`src/hdl/bmsi_pkg.sv`:
```
// Package for the bank mapper with scanline interrupt counter.
// Holds the action codes, decoded register addresses and the result word layout.
`default_nettype none

package bmsi_pkg;

  localparam int unsigned AddrW = 16;
  localparam int unsigned ByteW = 8;
  localparam int unsigned InDataW = 24;
  localparam int unsigned OutDataW = 24;

  localparam logic [AddrW-1:0] ADDR_MASK = 16'hF003;
  localparam logic [3:0] HI_CHR_LO = 4'hD;
  localparam logic [3:0] HI_CHR_HI = 4'hE;
  localparam logic [AddrW-1:0] REG_PRG16 = 16'h8000;
  localparam logic [AddrW-1:0] REG_PRG8 = 16'hC000;
  localparam logic [AddrW-1:0] REG_MIRROR = 16'hB003;
  localparam logic [AddrW-1:0] REG_SILENT = 16'h9003;
  localparam logic [AddrW-1:0] REG_RELOAD = 16'hF000;
  localparam logic [AddrW-1:0] REG_CONTROL = 16'hF001;
  localparam logic [AddrW-1:0] REG_ACK = 16'hF002;
  localparam logic [ByteW-1:0] COUNT_MAX = 8'hFF;

  typedef enum logic [2:0] {
    ACT_NONE   = 3'd0,
    ACT_PRG16  = 3'd1,
    ACT_PRG8   = 3'd2,
    ACT_CHR    = 3'd3,
    ACT_MIRROR = 3'd4
  } action_t;

  // packed from the top bit down: action ends up in the lowest bits
  typedef struct packed {
    logic             bad_write;
    logic             irq_request;
    logic [1:0]       mirror_mode;
    logic [ByteW-1:0] bank_number;
    logic [2:0]       chr_slot;
    action_t          action;
  } result_t;

  localparam int unsigned ResultW = $bits(result_t);

endpackage

`default_nettype wire

```
`src/hdl/bmsi_core.sv`:
```
// Write decoder and scanline interrupt counter of the bank mapper.
// Depends on bmsi_pkg; state advances only when the top level moves a word on.
`default_nettype none

module bmsi_core
  import bmsi_pkg::*;
(
  input  wire logic             clk,
  input  wire logic             rst,
  input  wire logic             fire,
  input  wire logic             kind,
  input  wire logic [AddrW-1:0] address,
  input  wire logic [ByteW-1:0] data_byte,
  output result_t               res
);

  logic [ByteW-1:0] tick_count, tick_count_next;
  logic [ByteW-1:0] reload_value, reload_value_next;
  logic             irq_on, irq_on_next;
  logic             repeat_mode, repeat_mode_next;

  logic [AddrW-1:0] reg_addr;
  logic [3:0]       hi;

  assign reg_addr = address & ADDR_MASK;
  assign hi       = reg_addr[15:12];

  always_comb begin
    res               = '0;
    res.action        = ACT_NONE;
    tick_count_next   = tick_count;
    reload_value_next = reload_value;
    irq_on_next       = irq_on;
    repeat_mode_next  = repeat_mode;
    if (kind) begin
      if (irq_on) begin
        if (tick_count == COUNT_MAX) begin
          tick_count_next = reload_value;
          res.irq_request = 1'b1;
          irq_on_next     = repeat_mode;
        end else begin
          tick_count_next = tick_count + 8'd1;
        end
      end
    end else if (hi == HI_CHR_LO || hi == HI_CHR_HI) begin
      res.action      = ACT_CHR;
      res.chr_slot    = {hi == HI_CHR_HI, reg_addr[1:0]};
      res.bank_number = data_byte;
    end else begin
      unique case (reg_addr)
        REG_PRG16: begin
          res.action      = ACT_PRG16;
          res.bank_number = data_byte;
        end
        REG_PRG8: begin
          res.action      = ACT_PRG8;
          res.bank_number = data_byte;
        end
        REG_MIRROR: begin
          res.action      = ACT_MIRROR;
          res.mirror_mode = data_byte[3:2];
        end
        REG_SILENT: begin
        end
        REG_RELOAD: begin
          reload_value_next = data_byte;
        end
        REG_CONTROL: begin
          irq_on_next      = data_byte[1];
          repeat_mode_next = data_byte[0];
          if (data_byte[1]) begin
            tick_count_next = reload_value;
          end
        end
        REG_ACK: begin
          irq_on_next = repeat_mode;
        end
        default: begin
          res.bad_write = 1'b1;
        end
      endcase
    end
  end

  always_ff @(posedge clk) begin
    if (rst) begin
      tick_count   <= '0;
      reload_value <= '0;
      irq_on       <= 1'b0;
      repeat_mode  <= 1'b0;
    end else if (fire) begin
      tick_count   <= tick_count_next;
      reload_value <= reload_value_next;
      irq_on       <= irq_on_next;
      repeat_mode  <= repeat_mode_next;
    end
  end

endmodule

`default_nettype wire

```
`src/hdl/bank_mapper_with_scanline_irq_top.sv`:
```
// Top level of the bank mapper with scanline interrupt counter.
// Depends on bmsi_pkg and bmsi_core.
//
//   channel   direction  tdata                          tuser
//   s_axis    in         address, data_byte             kind
//   m_axis    out        action, chr_slot, bank_number, -
//                        mirror_mode, irq_request,
//                        bad_write
//
// One word in per cycle while m_axis is not stalled, one result word out per word in;
// each word passes the input register, then the result register. The decode and
// counter update sit between the two registers. Reset is synchronous and clears the
// counter state and both valid flags. A stall on m_axis backs up through one input
// stage before s_axis_tready drops.
`default_nettype none

module bank_mapper_with_scanline_irq_top
  import bmsi_pkg::*;
(
  input  wire logic                clk,
  input  wire logic                rst,
  input  wire logic                s_axis_tvalid,
  output logic                     s_axis_tready,
  input  wire logic [InDataW-1:0]  s_axis_tdata,  // address[15:0], data_byte[23:16]
  input  wire logic                s_axis_tuser,  // kind
  output logic                     m_axis_tvalid,
  input  wire logic                m_axis_tready,
  output logic [OutDataW-1:0]      m_axis_tdata   // action[2:0], chr_slot[5:3],
                                                  // bank_number[13:6], mirror_mode[15:14],
                                                  // irq_request[16], bad_write[17]
);

  logic             in_valid;
  logic             in_kind;
  logic [AddrW-1:0] in_address;
  logic [ByteW-1:0] in_byte;
  logic             fire;
  result_t          res;
  result_t          out_res;

  assign fire          = in_valid && (!m_axis_tvalid || m_axis_tready);
  assign s_axis_tready = !in_valid || fire;

  always_ff @(posedge clk) begin
    if (rst) begin
      in_valid <= 1'b0;
    end else if (s_axis_tready) begin
      in_valid <= s_axis_tvalid;
    end
  end

  always_ff @(posedge clk) begin
    if (s_axis_tready && s_axis_tvalid) begin
      in_kind    <= s_axis_tuser;
      in_address <= s_axis_tdata[AddrW-1:0];
      in_byte    <= s_axis_tdata[AddrW+ByteW-1:AddrW];
    end
  end

  bmsi_core u_core (
    .clk       (clk),
    .rst       (rst),
    .fire      (fire),
    .kind      (in_kind),
    .address   (in_address),
    .data_byte (in_byte),
    .res       (res)
  );

  always_ff @(posedge clk) begin
    if (rst) begin
      m_axis_tvalid <= 1'b0;
    end else if (fire) begin
      m_axis_tvalid <= 1'b1;
    end else if (m_axis_tready) begin
      m_axis_tvalid <= 1'b0;
    end
  end

  always_ff @(posedge clk) begin
    if (fire) begin
      out_res <= res;
    end
  end

  assign m_axis_tdata = {{(OutDataW-ResultW){1'b0}}, out_res};

endmodule

`default_nettype wire

```
`config.mk`:
```
export PLATFORM = sky130hd
export DESIGN_NAME = bank_mapper_with_scanline_irq_top
export DESIGN_NICKNAME = d
export VERILOG_FILES = /design/src/hdl/bmsi_pkg.sv /design/src/hdl/bmsi_core.sv /design/src/hdl/bank_mapper_with_scanline_irq_top.sv
export SDC_FILE = /design/constraint.sdc
export NUM_CORES = 1
export LEC_CHECK = 0
export BUFFER_PORTS_ARGS = -buffer_cell sky130_fd_sc_hd__buf_2
export CORE_ASPECT_RATIO = 1.75
export CORE_MARGIN = 3
export CORE_UTILIZATION = 49
export CTS_CLUSTER_DIAMETER = 50
export DETAILED_ROUTE_END_ITERATION = 8
export PLACE_DENSITY = 0.73
export SYNTH_ARGS = -nofsm -noshare
export SYNTH_HDL_FRONTEND = slang
export SYNTH_SLANG_ARGS = --single-unit
```
`constraint.sdc`:
```
create_clock -name clk -period 3.5 [get_ports clk]
set_clock_uncertainty 0.1 [all_clocks]
set_input_delay 0.525 -clock clk [delete_from_list [all_inputs] [get_ports clk]]
set_output_delay 0.525 -clock clk [all_outputs]
set_load 0.01 [all_outputs]
```
# Yosys cells after proc, flatten, opt, wreduce, memory -nomap -nowiden
# Cells that the tools add are included.
# word_totals
ff_bits,63
inputBits,29
word_cells,72
# classes
addsub,1
eq_ne,12
muxes,19
n_bitwise,3
reduce_logical,21
# ops
cell,count
8-bit two-way mux,8
"6-bit == test, second input constant",7
3-bit case mux with 3 select lines,1
"8-bit by 1-bit adder with 8-bit output, second input constant",1
"4-bit == test, second input constant",2
"8-bit == test, second input constant",1
1-bit two-way mux,8
4-bit AND reduction,2
7-bit OR reduction,1
2-bit nonzero test,3
2-bit OR reduction,3
5-bit AND reduction,1
1-bit logical OR,3
1-bit inverter,3
3-bit AND reduction,1
3-bit nonzero test,1
3-bit OR reduction,1
1-bit logical AND,2
1-bit logical NOT,2
2-bit two-way mux,1
"2-bit by 1-bit != test with 1-bit output, second input constant",1
"2-bit != test, second input constant",1
1-bit case mux with 2 select lines,1
2-bit AND reduction,1

# Logic depth before layout (Yosys ltp)
# logic_depth
depth_word,5
mapped_depth,6
depth_no_buf,5

# Hierarchy
# Synthesis repeated with hierarchy kept, for this count alone.
# hier_totals
cells_unflattened,217
hier_area_um2,2693.8
# by_module_without_submodules
module,n_inst,cells_per_inst,area_each_um2
bank_mapper_with_scanline_irq_top,1,60,1443.9
bmsi_core,1,157,1249.9

# Worst setup path before layout
# OpenSTA, ideal clock, no wires.
# synth_path
kind,input to register
from,input m_axis_tready
to,register u_core.tick_count[2]
setup_ns,0.093
arrival_time_ns,1.789
required_time_ns,3.307
path_slack_ns,1.518
path_stages,6
path_cell_list,nand2b_1 > nand2_1 > clkbuf_1 > inv_1 > nand2_1 > o32ai_1
# synth_between
elab_chain_cells,3
# synth_rtl
element,line,text
"start, declared",bank_mapper_with_scanline_irq_top.sv:27,"input wire logic m_axis_tready,"
1-bit logical OR,bank_mapper_with_scanline_irq_top.sv:41,assign fire = in_valid && (!m_axis_tvalid || m_axis_tready);
1-bit logical AND,bank_mapper_with_scanline_irq_top.sv:41,
via fire,bank_mapper_with_scanline_irq_top.sv:37,logic fire;
5-bit AND reduction (no source line),n/a,
"end signal, assigned",bmsi_core.sv:92,tick_count <= tick_count_next;
"end, declared",bmsi_core.sv:17,"logic [ByteW-1:0] tick_count, tick_count_next;"
# The timed path passes the listed nets, and every way through them passes these cells.
# A chain may end at the register's enable or synchronous reset.

# Worst setup path after layout
# layout_path
from,register in_kind
to,register u_core.reload_value[4]
# layout_between
elab_chain_cells,2
# layout_rtl
element,line,text
"start, declared",bank_mapper_with_scanline_irq_top.sv:34,logic in_kind;
"start signal, assigned",bank_mapper_with_scanline_irq_top.sv:54,in_kind <= s_axis_tuser;
1-bit inverter (no source line),n/a,
4-bit AND reduction (no source line),n/a,
"end signal, assigned",bmsi_core.sv:93,reload_value <= reload_value_next;
"end, declared",bmsi_core.sv:18,"logic [ByteW-1:0] reload_value, reload_value_next;"
# No other way between the ends.

==> impl_results.md <==
* Initial Util at 51.6%
* Initial DRC count at 42
* Most frequent cells in the layout: buf_2, edfxtp_1, dfxtp_1
* Sequential area share after synthesis at 56.7%
* Worst Setup End Kind: flop
* Peak supply drop at 0.357 mV
* Synth cell types at 54
* Hold Path Class: primary input to flop
* Yosys warns at 0
* Die X at 59.5 um
* Synth Flop Type: edfxtp_1
* Commonest non-fill, non-tap cell in the layout: buf_2
* Cells after Synth at 225
* Clock-pin slew on the worst setup and hold paths at 0.09 ns
* Number of failing hold endpoints at the final stage at 0
* FF+latch count, synth at 53
* Die Area at 5920 sq um
* Initial antenna violation count at 0
* TritonCTS buffer count at 5
* Asr flop ratio synth at 0%
* Post-CTS setup buffers at 0
* Final setup TNS at 0 ns
* Tmin final at 2.33 ns
* Worst r2r path cells at 4
* Post-cts hold buffer count at 0
* Max_cap viols at 0
* R2R Setup Slk at 1.17 ns
* Average via count per standard cell at 5.88
* Synthesized area at 2450 sq um
* DRC at 0
* Drt pass-1 iters at 4
* Final setup viols at 0
* Largest net degree at the start of global routing at 27
* H-tree depth at 2
* Synth Area per Inst at 10.9 sq um
* Fmax at 0.430 GHz
* First-pass GRT wire length at 8260 um
* Hold Crit Endpoint: in_address[15]
* Fraction of layout cells with a size suffix above 1 at 20.4%
* I/O pin total at 55
* Std-Cell Rows at 33
* Buffers on Ports at 38
* Final period util at 66.5%
* RR Endpoint: u_core.reload_value[4]
* CTS tree: done
* Gr ovfl total at 0
* DIE HEIGHT at 99.6 um
* Antenna-violating nets left at 0
* Leak at 0.951 nW
* DR vias at 1836
* Hold Startpoint: s_axis_tdata[15]
* Antenna Cells at 0
* Worst Path Class, Setup: flop to flop
* Worst Path Max Fanout at 21
* Total GRT Usage at 18.4%
* Arr. time, crit path at 2.47 ns
* Routed wire per std cell at 16.0 um
* Clk_lat worst skew at 0.31 ns
* Vias in the first global route at 1721
* Final Routed Wirelength at 4990 um
* Worst R2R Start: in_kind
* Routability congestion estimate at 0.899
* Resized cells post-CTS at 0
* Post-synth EDFFs at 33
* Critical path required time at 3.64 ns
* # clock sinks at 53
* Root Buffer: clkbuf_8
* Status: completed
* Fin. max-slew vios at 0
* PD cells at 439 nW/um^2
* Slew @ Worst Pin at 0.718 ns
* Slew HR at 52.0%
* Crit path launch type: flop
* Max Root-Sink Buffers at 2
* Hold Crit Depth at 1
* Area grow syn2layout at 12.0%
* Post-layout util at 57.8%
* # nets final at 289
* Post-DP HPWL at 3560 um
* Core ar. at 4750 sq um
* RSZ-0062 raised after global routing: no
## worst max-delay path by stage
stage             startpoint                     end  slack [ns]  cells after the start
2_1_floorplan  m_axis_tready    u_core.tick_count[2]        1.52                      6
3_3_place_gp         in_kind  u_core.reload_value[6]        1.22                      4
3_5_place_dp         in_kind  u_core.reload_value[4]        1.21                      4
4_1_cts              in_kind  u_core.reload_value[4]        1.19                      4
5_1_grt              in_kind  u_core.reload_value[4]        0.91                      4
6_report             in_kind  u_core.reload_value[4]        1.17                      4
## cell usage after synthesis (all sizes together), types with 2 or more instances
| cell | instances | area (sq um) |
|---|---|---|
| edfxtp | 33 | 991 |
| dfxtp | 20 | 400 |
| a21oi | 17 | 85.1 |
| nand3 | 15 | 75.1 |
| and2 | 14 | 87.6 |
| o21ai | 14 | 70.1 |
| buf | 13 | 87.6 |
| nand2 | 13 | 48.8 |
| nand2b | 9 | 66.3 |
| nor2 | 8 | 30.0 |
| a211oi | 6 | 50.1 |
| nor3 | 6 | 30.0 |
| clkbuf | 5 | 18.8 |
| nor2b | 5 | 31.3 |
| o32ai | 5 | 43.8 |
| nand4 | 3 | 18.8 |
| nor3b | 3 | 22.5 |
| a21boi | 2 | 15.0 |
| a21o | 2 | 15.0 |
| inv | 2 | 7.51 |
| nor4b | 2 | 23.8 |
| o31a | 2 | 17.5 |
| o31ai | 2 | 15.0 |
| or4 | 2 | 15.0 |
## worst max-delay path: stages, from the launching register on
cell and delay, ns:
edfxtp_1 0.66, nand3b_1 0.41, nor4b_2 0.68, nand3_1 0.24, a21oi_1 0.17
## stage by stage
step,area (sq um),setup WS (ns),instances,total power [mW],hold WS (ns)
floorplan,2470,1.52,230,0.776,0.350
global placement,2640,1.22,304,0.803,0.367
detailed placement,2640,1.21,304,0.805,0.370
CTS,2750,1.19,312,1.22,0.276
global route,2750,0.906,312,1.25,0.276
finish,2750,1.17,312,1.21,0.286
## layer usage
metal / wire length (um) / track usage (%)
met1: 2070 / 23.1
met3: 207 / 2.73
met5: 0 / 0
met2: 2550 / 29.9
met4: 166 / 9.25
## sequential cells by signal, indices dropped and copies added, names as in the netlist
register	count
in_address	6
in_byte	8
in_kind	1
in_valid	1
m_axis_tdata	18
m_axis_tvalid	1
u_core.irq_on	1
u_core.reload_value	8
u_core.repeat_mode	1
u_core.tick_count	8
## cell families (layout without fill, tap and decap cells)
family	after synthesis	in the layout	synth area share (%)
and+or+nand+nor	88	88	20.9
AOI/OAI and AO/OA	58	58	15.5
DFF	53	53	56.7
buffers and inverters	20	50	4.64
xor gates and xnor gates	2	2	0.714
muxes	2	2	0.867
adders and majority gates	1	1	0.510
other	1	6	0.153
## final cells by class
class / count / area [sq um]
tap: 52 / 65.1
fill: 428 / 2000
clock inverter: 2 / 38.8
inverter: 2 / 7.51
clock buffer: 6 / 72.6
multi-input combinational: 157 / 966
sequential: 53 / 1390
timing repair buffer: 40 / 205
## power by group
| group | total, mW | internal [mW] | switching [mW] |
|---|---|---|---|
| clock network | 0.415 | 0.215 | 0.200 |
| logic | 0.0826 | 0.0328 | 0.0498 |
| registers | 0.708 | 0.687 | 0.0208 |
Note: power is estimated with default switching activity, not from simulation.
